[src/assert_macros.svh]
// Assertion macros shared by the sequencer RTL.
// Self-contained; no dependencies. Bodies vanish under SYNTHESIS.
`ifndef ASSERT_MACROS_SVH
`define ASSERT_MACROS_SVH
`ifndef SYNTHESIS
`define SFS_ASSERT(lbl, clk, rst_n, prop, msg) \
    lbl: assert property (@(posedge clk) disable iff (!rst_n) (prop)) else $error(msg);
`define SFS_ASSERT_ALWAYS(lbl, clk, prop, msg) \
    lbl: assert property (@(posedge clk) (prop)) else $error(msg);
`else
`define SFS_ASSERT(lbl, clk, rst_n, prop, msg)
`define SFS_ASSERT_ALWAYS(lbl, clk, prop, msg)
`endif
`endif

[src/sfs_pkg.sv]
// Package for the sprite frame sequencer: widths, codes, types.
// No dependencies.
package sfs_pkg;

    localparam int DEF_MAX_FRAMES = 16;
    localparam int DEF_TIME_BITS  = 16;
    localparam int TABLE_DEPTH    = 16;

    localparam int ELAPSED_W = 16;
    localparam int ADDR_W    = 4;
    localparam int DELAY_W   = 16;
    localparam int ALPHA_W   = 8;
    localparam int COUNT_W   = 5;
    localparam int FRAME_W   = 4;
    localparam int CFG_IDX_W = 2;
    localparam int CFG_DATA_W = 5;
    localparam int PROD_W    = ALPHA_W + DELAY_W;

    localparam logic [CFG_IDX_W-1:0] CFG_ENABLE      = 2'd0;
    localparam logic [CFG_IDX_W-1:0] CFG_FRAME_COUNT = 2'd1;
    localparam logic [CFG_IDX_W-1:0] CFG_PING_PONG   = 2'd2;

    localparam logic REQ_TICK = 1'b0;
    localparam logic REQ_LOAD = 1'b1;

    typedef enum logic [3:0] {
        ST_IDLE,
        ST_LOAD,
        ST_RD_CUR,
        ST_STEP,
        ST_RD_NEW,
        ST_MUL,
        ST_DIV,
        ST_ALPHA,
        ST_OUT
    } t_state;

    typedef struct packed {
        logic [DELAY_W-1:0] delay;
        logic [ALPHA_W-1:0] alpha_start;
        logic [ALPHA_W-1:0] alpha_end;
    } t_entry;

    typedef struct packed {
        logic capture;
        logic write;
        logic step;
        logic mul;
        logic div_step;
        logic alpha;
        logic out_load;
    } t_cmd;

    typedef struct packed {
        logic req_load;
        logic enable;
        logic div_last;
        logic out_free;
    } t_status;

endpackage

[src/sfs_div.sv]
// Restoring divider, one quotient bit per cycle, quotient known to fit ALPHA_W bits.
// Depends on sfs_pkg and assert_macros.svh.
`include "assert_macros.svh"
module sfs_div (
    input  logic                        i_clk,
    input  logic                        i_rst_n,
    input  logic                        i_load,
    input  logic [sfs_pkg::PROD_W-1:0]  i_dividend,
    input  logic                        i_step,
    input  logic [sfs_pkg::DELAY_W-1:0] i_divisor,
    output logic [sfs_pkg::ALPHA_W-1:0] o_quot,
    output logic                        o_last
);
    import sfs_pkg::*;

    localparam int CNT_W = $clog2(ALPHA_W);

    logic [PROD_W-1:0]  r_acc;
    logic [CNT_W-1:0]   r_cnt;
    logic [DELAY_W:0]   trial;
    logic [DELAY_W:0]   diff;
    logic               ge;
    logic [DELAY_W-1:0] rem_n;

    always_comb begin
        trial = {r_acc[PROD_W-1:ALPHA_W], r_acc[ALPHA_W-1]};
        ge    = trial >= {1'b0, i_divisor};
        diff  = trial - {1'b0, i_divisor};
        rem_n = ge ? diff[DELAY_W-1:0] : trial[DELAY_W-1:0];
    end

    always_ff @(posedge i_clk) begin
        if (!i_rst_n) begin
            r_cnt <= '0;
        end else if (i_load) begin
            r_cnt <= '0;
        end else if (i_step) begin
            r_cnt <= r_cnt + 1'b1;
        end
    end

    always_ff @(posedge i_clk) begin
        if (i_load) begin
            r_acc <= i_dividend;
        end else if (i_step) begin
            r_acc <= {rem_n, r_acc[ALPHA_W-2:0], ge};
        end
    end

    assign o_quot = r_acc[ALPHA_W-1:0];
    assign o_last = &r_cnt;

    // partial remainder stays below the divisor throughout
    `SFS_ASSERT(a_rem_below_div, i_clk, i_rst_n, (i_step && i_divisor != '0) |-> (r_acc[PROD_W-1:ALPHA_W] < i_divisor), "sfs_div: remainder overflow")

endmodule

[src/sfs_dp.sv]
// Datapath: config registers, frame table memory, frame/time state, alpha math, output register.
// Depends on sfs_pkg, sfs_div and assert_macros.svh.
`include "assert_macros.svh"
module sfs_dp #(
    parameter int MAX_FRAMES = sfs_pkg::DEF_MAX_FRAMES,
    parameter int TIME_BITS  = sfs_pkg::DEF_TIME_BITS
) (
    input  logic                           i_clk,
    input  logic                           i_rst_n,
    input  sfs_pkg::t_cmd                  i_cmd,
    output sfs_pkg::t_status               o_status,
    input  logic                           i_cfg_we,
    input  logic [sfs_pkg::CFG_IDX_W-1:0]  i_cfg_addr,
    input  logic [sfs_pkg::CFG_DATA_W-1:0] i_cfg_wdata,
    input  logic                           i_req_type,
    input  logic [sfs_pkg::ELAPSED_W-1:0]  i_elapsed_ms,
    input  logic [sfs_pkg::ADDR_W-1:0]     i_frame_addr,
    input  logic [sfs_pkg::DELAY_W-1:0]    i_frame_delay,
    input  logic [sfs_pkg::ALPHA_W-1:0]    i_alpha_start,
    input  logic [sfs_pkg::ALPHA_W-1:0]    i_alpha_end,
    input  logic                           i_stall,
    output logic                           o_valid,
    output logic [sfs_pkg::FRAME_W-1:0]    o_frame_index,
    output logic [sfs_pkg::ALPHA_W-1:0]    o_alpha,
    output logic                           o_cycle_done,
    output logic                           o_running_backward
);
    import sfs_pkg::*;

    localparam int LIM   = (MAX_FRAMES < TABLE_DEPTH) ? MAX_FRAMES : TABLE_DEPTH;
    localparam int AW    = $clog2(LIM);
    localparam int TW    = (TIME_BITS > DELAY_W) ? TIME_BITS : DELAY_W;
    localparam logic [COUNT_W-1:0] LIM_C = COUNT_W'(LIM);
    localparam logic [TW:0] TMAX = (TW+1)'({TIME_BITS{1'b1}});

    // configuration
    logic               r_enable;
    logic [COUNT_W-1:0] r_frame_count;
    logic               r_ping_pong;

    // captured transaction
    logic                 r_req_type;
    logic [ELAPSED_W-1:0] r_elapsed;
    logic [ADDR_W-1:0]    r_addr;
    t_entry               r_wr_entry;

    // sequencer state
    logic [TIME_BITS-1:0] r_time;
    logic [FRAME_W-1:0]   r_cur;
    logic                 r_back;
    logic [ALPHA_W-1:0]   r_shown;
    logic                 r_done;

    // table
    t_entry mem [LIM];
    t_entry r_rd;

    // alpha terms
    logic [ALPHA_W-1:0] r_s;
    logic               r_up;
    logic               r_trivial;
    logic [DELAY_W-1:0] r_dvs;

    // output register
    logic               r_out_valid;
    logic [FRAME_W-1:0] r_out_frame;
    logic [ALPHA_W-1:0] r_out_alpha;
    logic               r_out_done;
    logic               r_out_back;

    logic [COUNT_W-1:0]   n_cnt;
    logic [TW:0]          sum;
    logic [TW:0]          sat;
    logic                 expire;
    logic                 at_end;
    logic [FRAME_W-1:0]   n_cur;
    logic                 n_back;
    logic [TIME_BITS-1:0] n_time;
    logic [ALPHA_W-1:0]   s_sel;
    logic [ALPHA_W-1:0]   e_sel;
    logic [ALPHA_W-1:0]   diff;
    logic [TW-1:0]        t_ext;
    logic [DELAY_W-1:0]   t_cl;
    logic [PROD_W-1:0]    prod;
    logic [ALPHA_W-1:0]   quot;
    logic                 div_last;
    logic                 wr_ok;

    always_ff @(posedge i_clk) begin
        if (!i_rst_n) begin
            r_enable      <= 1'b1;
            r_frame_count <= COUNT_W'(1);
            r_ping_pong   <= 1'b0;
        end else if (i_cfg_we) begin
            case (i_cfg_addr)
                CFG_ENABLE:      r_enable      <= i_cfg_wdata[0];
                CFG_FRAME_COUNT: r_frame_count <= i_cfg_wdata;
                CFG_PING_PONG:   r_ping_pong   <= i_cfg_wdata[0];
                default: ;
            endcase
        end
    end

    always_ff @(posedge i_clk) begin
        if (i_cmd.capture) begin
            r_req_type             <= i_req_type;
            r_elapsed              <= i_elapsed_ms;
            r_addr                 <= i_frame_addr;
            r_wr_entry.delay       <= i_frame_delay;
            r_wr_entry.alpha_start <= i_alpha_start;
            r_wr_entry.alpha_end   <= i_alpha_end;
        end
    end

    assign wr_ok = {1'b0, r_addr} < LIM_C;

    always_ff @(posedge i_clk) begin
        if (i_cmd.write && wr_ok) begin
            mem[r_addr[AW-1:0]] <= r_wr_entry;
        end
        r_rd <= mem[r_cur[AW-1:0]];
    end

    // frame step
    always_comb begin
        if (r_frame_count == '0) begin
            n_cnt = COUNT_W'(1);
        end else if (r_frame_count > LIM_C) begin
            n_cnt = LIM_C;
        end else begin
            n_cnt = r_frame_count;
        end
        sum    = (TW+1)'(r_time) + (TW+1)'(r_elapsed);
        sat    = (sum > TMAX) ? TMAX : sum;
        expire = sat >= (TW+1)'(r_rd.delay);
        at_end = r_back ? (r_cur == '0) : (({1'b0, r_cur} + 1'b1) >= n_cnt);
        n_cur  = r_cur;
        n_back = r_back;
        n_time = sat[TIME_BITS-1:0];
        if (expire) begin
            n_time = '0;
            if (at_end) begin
                if (r_ping_pong) begin
                    if (n_cnt < COUNT_W'(2)) begin
                        n_cur  = '0;
                        n_back = 1'b0;
                    end else if (!r_back) begin
                        n_cur  = FRAME_W'(n_cnt - COUNT_W'(2));
                        n_back = 1'b1;
                    end else begin
                        n_cur  = FRAME_W'(1);
                        n_back = 1'b0;
                    end
                end else begin
                    n_cur = '0;
                end
            end else begin
                n_cur = r_back ? r_cur - 1'b1 : r_cur + 1'b1;
            end
        end
    end

    always_ff @(posedge i_clk) begin
        if (!i_rst_n) begin
            r_time  <= '0;
            r_cur   <= '0;
            r_back  <= 1'b0;
            r_shown <= '0;
            r_done  <= 1'b0;
        end else begin
            if (i_cmd.capture) begin
                r_done <= 1'b0;
            end else if (i_cmd.step) begin
                r_time <= n_time;
                r_cur  <= n_cur;
                r_back <= n_back;
                r_done <= expire && at_end;
            end
            if (i_cmd.alpha) begin
                if (r_trivial) begin
                    r_shown <= r_s;
                end else if (r_up) begin
                    r_shown <= r_s + quot;
                end else begin
                    r_shown <= r_s - quot;
                end
            end
        end
    end

    // interpolation terms
    always_comb begin
        s_sel = r_back ? r_rd.alpha_end : r_rd.alpha_start;
        e_sel = r_back ? r_rd.alpha_start : r_rd.alpha_end;
        diff  = (s_sel >= e_sel) ? s_sel - e_sel : e_sel - s_sel;
        t_ext = TW'(r_time);
        t_cl  = (t_ext > TW'(r_rd.delay)) ? r_rd.delay : t_ext[DELAY_W-1:0];
        prod  = PROD_W'(diff) * PROD_W'(t_cl);
    end

    always_ff @(posedge i_clk) begin
        if (i_cmd.mul) begin
            r_s       <= s_sel;
            r_up      <= s_sel < e_sel;
            r_trivial <= (r_rd.delay == '0) || (s_sel == e_sel);
            r_dvs     <= r_rd.delay;
        end
    end

    sfs_div u_div (
        .i_clk      (i_clk),
        .i_rst_n    (i_rst_n),
        .i_load     (i_cmd.mul),
        .i_dividend (prod),
        .i_step     (i_cmd.div_step),
        .i_divisor  (r_dvs),
        .o_quot     (quot),
        .o_last     (div_last)
    );

    // output register
    always_ff @(posedge i_clk) begin
        if (!i_rst_n) begin
            r_out_valid <= 1'b0;
        end else if (i_cmd.out_load) begin
            r_out_valid <= 1'b1;
        end else if (!i_stall) begin
            r_out_valid <= 1'b0;
        end
    end

    always_ff @(posedge i_clk) begin
        if (i_cmd.out_load) begin
            r_out_frame <= r_cur;
            r_out_alpha <= r_shown;
            r_out_done  <= r_done;
            r_out_back  <= r_back;
        end
    end

    always_comb begin
        o_status.req_load = r_req_type == REQ_LOAD;
        o_status.enable   = r_enable;
        o_status.div_last = div_last;
        o_status.out_free = !r_out_valid || !i_stall;
    end

    assign o_valid            = r_out_valid;
    assign o_frame_index      = r_out_frame;
    assign o_alpha            = r_out_alpha;
    assign o_cycle_done       = r_out_done;
    assign o_running_backward = r_out_back;

    `SFS_ASSERT(a_cur_in_range, i_clk, i_rst_n, {1'b0, r_cur} < LIM_C, "sfs_dp: frame out of range")
    `SFS_ASSERT(a_done_clears_time, i_clk, i_rst_n, r_done |-> (r_time == '0), "sfs_dp: done without time clear")

endmodule

[src/sfs_ctrl.sv]
// Controller state machine: sequences load, frame step, multiply, divide and result hand-off.
// Depends on sfs_pkg and assert_macros.svh.
`include "assert_macros.svh"
module sfs_ctrl (
    input  logic             i_clk,
    input  logic             i_rst_n,
    input  logic             i_valid,
    output logic             o_stall,
    input  sfs_pkg::t_status i_status,
    output sfs_pkg::t_cmd    o_cmd
);
    import sfs_pkg::*;

    t_state r_state;
    t_state n_state;

    always_ff @(posedge i_clk) begin
        if (!i_rst_n) begin
            r_state <= ST_IDLE;
        end else begin
            r_state <= n_state;
        end
    end

    always_comb begin
        n_state = r_state;
        case (r_state)
            ST_IDLE:   if (i_valid) n_state = ST_LOAD;
            ST_LOAD: begin
                if (i_status.req_load) begin
                    n_state = ST_OUT;
                end else if (i_status.enable) begin
                    n_state = ST_RD_CUR;
                end else begin
                    n_state = ST_OUT;
                end
            end
            ST_RD_CUR: n_state = ST_STEP;
            ST_STEP:   n_state = ST_RD_NEW;
            ST_RD_NEW: n_state = ST_MUL;
            ST_MUL:    n_state = ST_DIV;
            ST_DIV:    if (i_status.div_last) n_state = ST_ALPHA;
            ST_ALPHA:  n_state = ST_OUT;
            ST_OUT:    if (i_status.out_free) n_state = ST_IDLE;
            default:   n_state = ST_IDLE;
        endcase
    end

    always_comb begin
        o_cmd   = '0;
        o_stall = 1'b1;
        case (r_state)
            ST_IDLE: begin
                o_stall       = 1'b0;
                o_cmd.capture = i_valid;
            end
            ST_LOAD:   o_cmd.write    = i_status.req_load;
            ST_STEP:   o_cmd.step     = 1'b1;
            ST_MUL:    o_cmd.mul      = 1'b1;
            ST_DIV:    o_cmd.div_step = 1'b1;
            ST_ALPHA:  o_cmd.alpha    = 1'b1;
            ST_OUT:    o_cmd.out_load = i_status.out_free;
            default: ;
        endcase
    end

    `SFS_ASSERT(a_div_exit, i_clk, i_rst_n, (r_state == ST_DIV && i_status.div_last) |=> (r_state == ST_ALPHA), "sfs_ctrl: divide did not finish")

endmodule

[src/sprite_frame_sequencer_alpha_fade_core.sv]
// Top level of the sprite frame sequencer with per-frame alpha fade.
// Depends on sfs_pkg, sfs_ctrl, sfs_dp (with sfs_div).
//
//  channel  direction  handshake               payload
//  in       input      i_valid / o_stall       i_req_type i_elapsed_ms i_frame_addr
//                                              i_frame_delay i_alpha_start i_alpha_end
//  out      output     o_valid / i_stall       o_frame_index o_alpha o_cycle_done
//                                              o_running_backward
//  cfg      input      i_cfg_we                i_cfg_addr i_cfg_wdata
//
// A load or disabled tick goes from accept through LOAD to OUT; an enabled tick also
// passes RD_CUR, STEP, RD_NEW, MUL, DIV (bit-serial, one quotient bit per cycle), ALPHA.
// One transaction is in flight at a time; the next is accepted once the result sits
// in the output register. Reset is synchronous and clears control and sequencer state;
// the frame table holds no reset value. A stall on the output holds the result register.
module sprite_frame_sequencer_alpha_fade_core #(
    parameter int MAX_FRAMES = sfs_pkg::DEF_MAX_FRAMES,
    parameter int TIME_BITS  = sfs_pkg::DEF_TIME_BITS
) (
    input  logic                           i_clk,
    input  logic                           i_rst_n,
    input  logic                           i_cfg_we,
    input  logic [sfs_pkg::CFG_IDX_W-1:0]  i_cfg_addr,
    input  logic [sfs_pkg::CFG_DATA_W-1:0] i_cfg_wdata,
    input  logic                           i_valid,
    output logic                           o_stall,
    input  logic                           i_req_type,
    input  logic [sfs_pkg::ELAPSED_W-1:0]  i_elapsed_ms,
    input  logic [sfs_pkg::ADDR_W-1:0]     i_frame_addr,
    input  logic [sfs_pkg::DELAY_W-1:0]    i_frame_delay,
    input  logic [sfs_pkg::ALPHA_W-1:0]    i_alpha_start,
    input  logic [sfs_pkg::ALPHA_W-1:0]    i_alpha_end,
    output logic                           o_valid,
    input  logic                           i_stall,
    output logic [sfs_pkg::FRAME_W-1:0]    o_frame_index,
    output logic [sfs_pkg::ALPHA_W-1:0]    o_alpha,
    output logic                           o_cycle_done,
    output logic                           o_running_backward
);
    import sfs_pkg::*;

    t_cmd    cmd;
    t_status status;

    sfs_ctrl u_ctrl (
        .i_clk    (i_clk),
        .i_rst_n  (i_rst_n),
        .i_valid  (i_valid),
        .o_stall  (o_stall),
        .i_status (status),
        .o_cmd    (cmd)
    );

    sfs_dp #(
        .MAX_FRAMES (MAX_FRAMES),
        .TIME_BITS  (TIME_BITS)
    ) u_dp (
        .i_clk              (i_clk),
        .i_rst_n            (i_rst_n),
        .i_cmd              (cmd),
        .o_status           (status),
        .i_cfg_we           (i_cfg_we),
        .i_cfg_addr         (i_cfg_addr),
        .i_cfg_wdata        (i_cfg_wdata),
        .i_req_type         (i_req_type),
        .i_elapsed_ms       (i_elapsed_ms),
        .i_frame_addr       (i_frame_addr),
        .i_frame_delay      (i_frame_delay),
        .i_alpha_start      (i_alpha_start),
        .i_alpha_end        (i_alpha_end),
        .i_stall            (i_stall),
        .o_valid            (o_valid),
        .o_frame_index      (o_frame_index),
        .o_alpha            (o_alpha),
        .o_cycle_done       (o_cycle_done),
        .o_running_backward (o_running_backward)
    );

endmodule

[config.mk]
export PLATFORM = sky130hd
export DESIGN_NAME = sprite_frame_sequencer_alpha_fade_core
export DESIGN_NICKNAME = d
export VERILOG_FILES = /design/src/sfs_pkg.sv /design/src/sfs_div.sv /design/src/sfs_dp.sv /design/src/sfs_ctrl.sv /design/src/sprite_frame_sequencer_alpha_fade_core.sv
export VERILOG_INCLUDE_DIRS = /design/src /design/src/src
export SDC_FILE = /design/constraint.sdc
export NUM_CORES = 1
export LEC_CHECK = 0
export BUFFER_PORTS_ARGS = -buffer_cell sky130_fd_sc_hd__buf_4
export CAP_MARGIN = 30
export CORE_MARGIN = 2
export CORE_UTILIZATION = 35
export CTS_BUF_LIST = sky130_fd_sc_hd__clkbuf_16
export DETAILED_ROUTE_END_ITERATION = 6
export SYNTH_ARGS = -nofsm -noshare
export SYNTH_HDL_FRONTEND = slang
export SYNTH_SLANG_ARGS = --single-unit
export TNS_END_PERCENT = 1
[constraint.sdc]
create_clock -name i_clk -period 12.41 [get_ports i_clk]
set_input_delay 3.723 -clock i_clk [delete_from_list [all_inputs] [get_ports i_clk]]
set_output_delay 3.723 -clock i_clk [all_outputs]
set_load 0.02 [all_outputs]
After elaboration in Yosys (flattened, before gate mapping)
Memories as Yosys holds them, arrays and structs flattened. A register that Yosys moved wholly into a read port is not among the register bits.
Index checks and enable logic that the tools add are counted.
W data, S select, Z words.

word-level totals
  bits in registers = 162
  bits in latches = 0
  memory bits (writable) = 512
  bits in read-only memories = 0
  input bits = 65
  output and inout port bits = 16
  logic and storage cells = 125
  memories kept = 1

cells by class
  add/sub/neg operators = 11
  multiply operators = 1
  divide/modulo/power cells = 0
  order comparisons = 9
  equality and inequality tests = 15
  shift operators = 0
  muxes and demuxes = 39
  bitwise gates (word level) = 2
  reductions and logical operators = 21

memory list
  name      words  bits a word  read ports  clocked after Yosys merged registers in  wr ports  RTL line      RTL
  u_dp.mem  16     32           1           1                                        1         sfs_dp.sv:55  t_entry mem [LIM];

operators with widths
  kind                    count
  $mux W16                3
  $mux W24                2
  $mux W4                 10
  $mux W8                 5
  $pmux W4 S9             1
  $ge A17 B16 Y1          2
  $mul A8 B16 Y24         1
  $sub A8 B8 Y8           3
  $add A16 B16 Y17        1
  $gt A17 B16 Y1 const B  1
  $mux W17                1
  $eq A4 B3 Y1 const B    4
  $gt A16 B16 Y1          1
  $logic_not A16 Y1       1
  $sub A16 B16 Y16        1
  $mux W1                 15
  $mux W5                 2
  $reduce_and A3 Y1       3
  $add A8 B8 Y8           1
  $eq A4 B2 Y1 const B    2
  $eq A8 B8 Y1            1
  $ge A8 B8 Y1            1
  $logic_not A4 Y1        2
  $lt A8 B8 Y1            1
  other kinds (24)        33

Depth between registers and ports, before layout
  word-level depth = 8
  depth in mapped cells = 34
  mapped depth without buffers = 30

Modules after synthesis
A second synthesis with hierarchy kept.

unflattened totals
  cells, all modules = 2211
  area total of the unflattened synthesis = 33983.8 µm²

by module, submodules not included
  module    times used  cells an instance  area an instance (µm²)  seq. area each (µm²)
  sfs_dp    1           1918               31237.5                 19568.8
  sfs_div   1           257                2469.9                  780.7
  sfs_ctrl  1           36                 276.5                   80.1

Worst setup path before layout
Ideal clock, no wire load.

  kind = register to register
  start = reg u_dp.r_back
  end = reg u_dp.u_div.r_acc[22] (data pin)
  library setup time = 0.167 ns
  data arrival time = 8.008 ns
  path slack = 4.235 ns
  stages on the path, launching flop included = 31
  buffers on the path = 5
  clock period less this slack = 8.175 ns
  cells stage by stage = dfxtp_1 > clkbuf_1 > buf_1 > buf_1 > mux2i_1 > inv_1 > ha_1 > a21o_1 > a21o_1 > a221o_1 > buf_6 > mux2i_1 > o311ai_1 > a21oi_1 > xor2_2 > buf_6 > nor2_1 > fa_1 > fa_1 > fa_1 > inv_1 > fa_1 > inv_1 > ha_1 > a21o_1 > a221o_1 > a221o_1 > a21boi_0 > o31ai_1 > and3_1 > a211oi_1

on the way
  longest elaborated chain between the ends = 5
  elaborated cells on any way between the ends = 8
  those cells by class = add/sub (2); mul (1); order compare (1); mux (4)

ends and longest elaborated chain
  item                                                  RTL line                      RTL
  start, declared                                       sfs_dp.sv:50                  logic r_back;
  start signal, assigned                                sfs_dp.sv:176                 r_back <= n_back;
  $mux W8, on equally long branches                     sfs_dp.sv:194, sfs_dp.sv:193
  $sub A8 B8 Y8 / $ge A8 B8 Y1 (equally long branches)  sfs_dp.sv:195                 diff = (s_sel >= e_sel) ? s_sel - e_sel : e_sel - s_sel;
  $mux W8 *                                             sfs_dp.sv:195
  $mul A8 B16 Y24 *                                     sfs_dp.sv:198                 prod = PROD_W'(diff) * PROD_W'(t_cl);
  $mux W24 *                                            sfs_div.sv:43                 if (i_load) begin
  end signal, assigned                                  sfs_div.sv:44                 r_acc <= i_dividend;
  end signal, assigned                                  sfs_div.sv:46                 r_acc <= {rem_n, r_acc[ALPHA_W-2:0], ge};
  end, declared                                         sfs_div.sv:18                 logic [PROD_W-1:0] r_acc;

Every way passes the cells marked *; elsewhere a longest branch is shown, timed or not.
A chain may end at the register's enable or synchronous reset.

Final worst setup path
Same ends and word-level chain as after synthesis.

==> results.yml <==
finish:
  fillers: 8441
  drive_gt1_share_pct: 19.3
  fin_cells: 3604
  areaGrowthSynthToFinish_pct: 14.4
  nNetsFinal: 2578
  seq_area_mm2: 0.0204
  stdcell_area_mm2: 0.0382
  multiInputGateArea_mm2: 0.0121
min_path:
  min_path_type: "flip-flop to flip-flop"
setup_path:
  path_delay_family: "adder cells"
  endpoint_kind: "flip-flop"
  slowest_stage: "ha_1"
  crit_fanout: 17
  cpMostUsedCell: "fa_1"
  slowest_delay_ns: 0.72
  critPathBufInv: 4
  worstSetupPathType: "flip-flop to flip-flop"
  startpoint_type: "flip-flop"
  critical_path_required_ns: 12.84
  critical_path_arrival_ns: 9.56
clocking:
  cts_tree: "built"
  clk_pin_slew_ns: 0.06
  post_cts_buffers: 0
  clock_path_buffers: 3
  cts_buffers: 75
  insertion_delay_ns: 0.62
  cts-resized-gates: 0
  cts_hold_buf: 0
  clock_sinks: 706
  cts.htree.levels: 3
  root_buffer: "clkbuf_16"
sta:
  fmax_ghz: 0.110
  finalSetupViolCount: 0
  min_period_ns: 9.12
  hold_viol_final: 0
  fin_tns_setup_ns: 0
  worstMarginPinSlew_ns: 1.07
  rsz0062_at_grt: "no"
  slew_headroom_pct: 26.9
  post-route-period-util_pct: 73.5
  slew_violations: 0
  finalClockSkew_ns: 0.0236
placed_design:
  place_hpwl_um: 46800
  place_inst: 3465
  place_area_mm2: 0.0358
  gp_congestion: 0.856
  port_buffers: 80
global_route:
  antenna_found_initial: 1
  grt_overflow: 0
  grt_pass1_vias: 19400
  track_usage_pct: 15.6
  grt_max_degree: 112
  grt_pass1_wl_um: 116000
power:
  switching_share_pct: 22.6
  p_leak_nw: 13.9
  seqPwrFrac_pct: 52.5
  pwr-share-comb_pct: 5.6
  ir_drop_mv: 0.0995
  clkPwrFrac_pct: 42.0
  internal_power_w: 0.00400
  power_density_mw_per_mm2: 135
  switchingPower_w: 0.00117
  power_w: 0.00517
synthesis:
  netlist_instances: 2151
  synth_top_family_by_area: "multiplexers"
  synthArstFlopShare_pct: 0
  ys_seq_area_share_pct: 61.1
  synthTopCellsByArea: "edfxtp_1 57%, mux4_2 11%, fa_1 5.4%, ha_1 5.4%, dfxtp_1 4.6%"
  synth_edf_count: 629
  ys_warn_count: 0
  syn_nets: 2449
  yosys.area_share.adder_pct: 10.7
  synth_compound_area_share_pct: 4.73
  synth.ff_latch_count: 706
  avgSynthCellArea_um2: 15.5
  synthFlopType: "edfxtp_1"
  yosys.area.top_type_share_pct: 56.5
  muxShareOfSynthArea_pct: 12.9
  synth_xor_area_share_pct: 1.65
  synth-simple-area-share_pct: 5.95
  yosysTopAreaCell: "edfxtp_1"
  synth.distinct_cells: 66
  syn_area_mm2: 0.0334
die:
  ioPinCount: 81
  coreArea_mm2: 0.0949
  die_h_um: 313
  die_area_mm2: 0.0980
  die_width_um: 313
  start_util_pct: 35.2
  rows: 113
run:
  drv_cap: 0
route:
  avgViaCountPerCell: 5.09
  vias: 18300
  ant_nets: 0
  totalWireLength_um: 75900
  drc_errors: 0
  wl_per_cell_um: 21.1
  first_pass_iters: 5
  drtIter0Drc: 1492
outcome:
  status: "finished clean"
metrics by stage:
stage	hold slack, ns	utilization (%)	setup WS, ns
5_1_grt	0.442	40.3	2.80
3_5_place_dp	0.423	37.7	3.40
6_report	0.433	40.3	3.29
4_1_cts	0.439	40.2	3.34
2_1_floorplan	0.403	-	4.24
3_3_place_gp	0.419	37.6	3.70
Yosys cell counts, types with 11 or more instances:
master and instances:
and3_1 11, or2_2 22, ha_1 143, nand2b_1 17, inv_1 179, xor2_1 17
o21ai_0 45, dfxtp_1 77, xnor2_1 44, mux4_2 160, a21oi_1 52, nor2_1 215
nand3_1 13, nor2b_1 18, fa_1 90, nor3_1 32, mux2i_1 64, a31oi_1 14
a21o_1 31, clkbuf_1 41, edfxtp_1 629, nand2_1 59, buf_1 22, a211oi_1 18
power groups by stage:
stage / sequential [W] / clock (W) / combinational (W)
CTS: 0.00271 / 0.00223 / 0.000288
global placement: 0.00275 / 0 / 0.000277
detailed placement: 0.00276 / 0 / 0.000287
global route: 0.00272 / 0.00232 / 0.000321
floorplan: 0.00274 / 0 / 0.000193
finish: 0.00271 / 0.00217 / 0.000287
per-layer routing:
metal / track usage, % / part of all wire [%]
met1: 19.4 / 41
met2: 28.4 / 52
met3: 2.14 / 4.1
met4: 4.33 / 2.3
met5: 0 / 0
flip-flops by register name, indices dropped and copies added (netlist names), 3 cells and up:
name / cells
u_dp.r_cur: 4
u_dp.r_rd: 32
u_dp.u_div.r_cnt: 3
u_dp.mem: 512
u_dp.o_frame_index: 4
u_dp.o_alpha: 8
u_dp.r_s: 8
u_dp.r_elapsed: 16
u_dp.r_dvs: 16
u_ctrl.r_state: 4
u_dp.r_shown: 8
u_dp.u_div.r_acc: 24
u_dp.r_wr_entry: 32
u_dp.r_time: 16
u_dp.r_frame_count: 5
u_dp.r_addr: 4
cell usage in the layout (no fill, tap or decap), types with 51 or more instances in the layout:
master and n:
a21oi_1 51, buf_4 118, clkbuf_16 76, dfxtp_1 73, edfxtp_1 629, fa_1 90, ha_1 143, inv_1 193
mux2i_1 64, mux4_2 160, nand2_1 59, nor2_1 203
layout make-up:
class	count	share of cell area, %
tap	1265	4.14
multi-input combinational	1194	31.8
clock inverter	59	1.31
sequential	706	53.5
antenna	1	0.00655
clock buffer	76	4.98
inverter	180	1.77
timing repair buffer	123	2.55
cell families after synthesis:
group / Yosys count
flip-flops: 706
AND/OR/NAND/NOR: 432
buffers and inverters: 251
AO/OA/AOI/OAI: 238
adder cells (fa/ha/maj): 233
multiplexers: 229
XOR/XNOR: 62
worst paths after layout:
| kind | end | depth (start not counted) | startpoint | slack [ns] |
|---|---|---|---|---|
| setup / recovery | u_dp.u_div.r_acc[22] | 26 | u_dp.r_back | 3.29 |
| hold / removal | u_dp.o_cycle_done | 0 | u_dp.r_done | 0.43 |
| setup reg to reg | u_dp.u_div.r_acc[22] | 26 | u_dp.r_back | 3.29 |
| hold reg to reg | u_dp.o_cycle_done | 0 | u_dp.r_done | 0.43 |
Power figures use the tool's default switching activity.
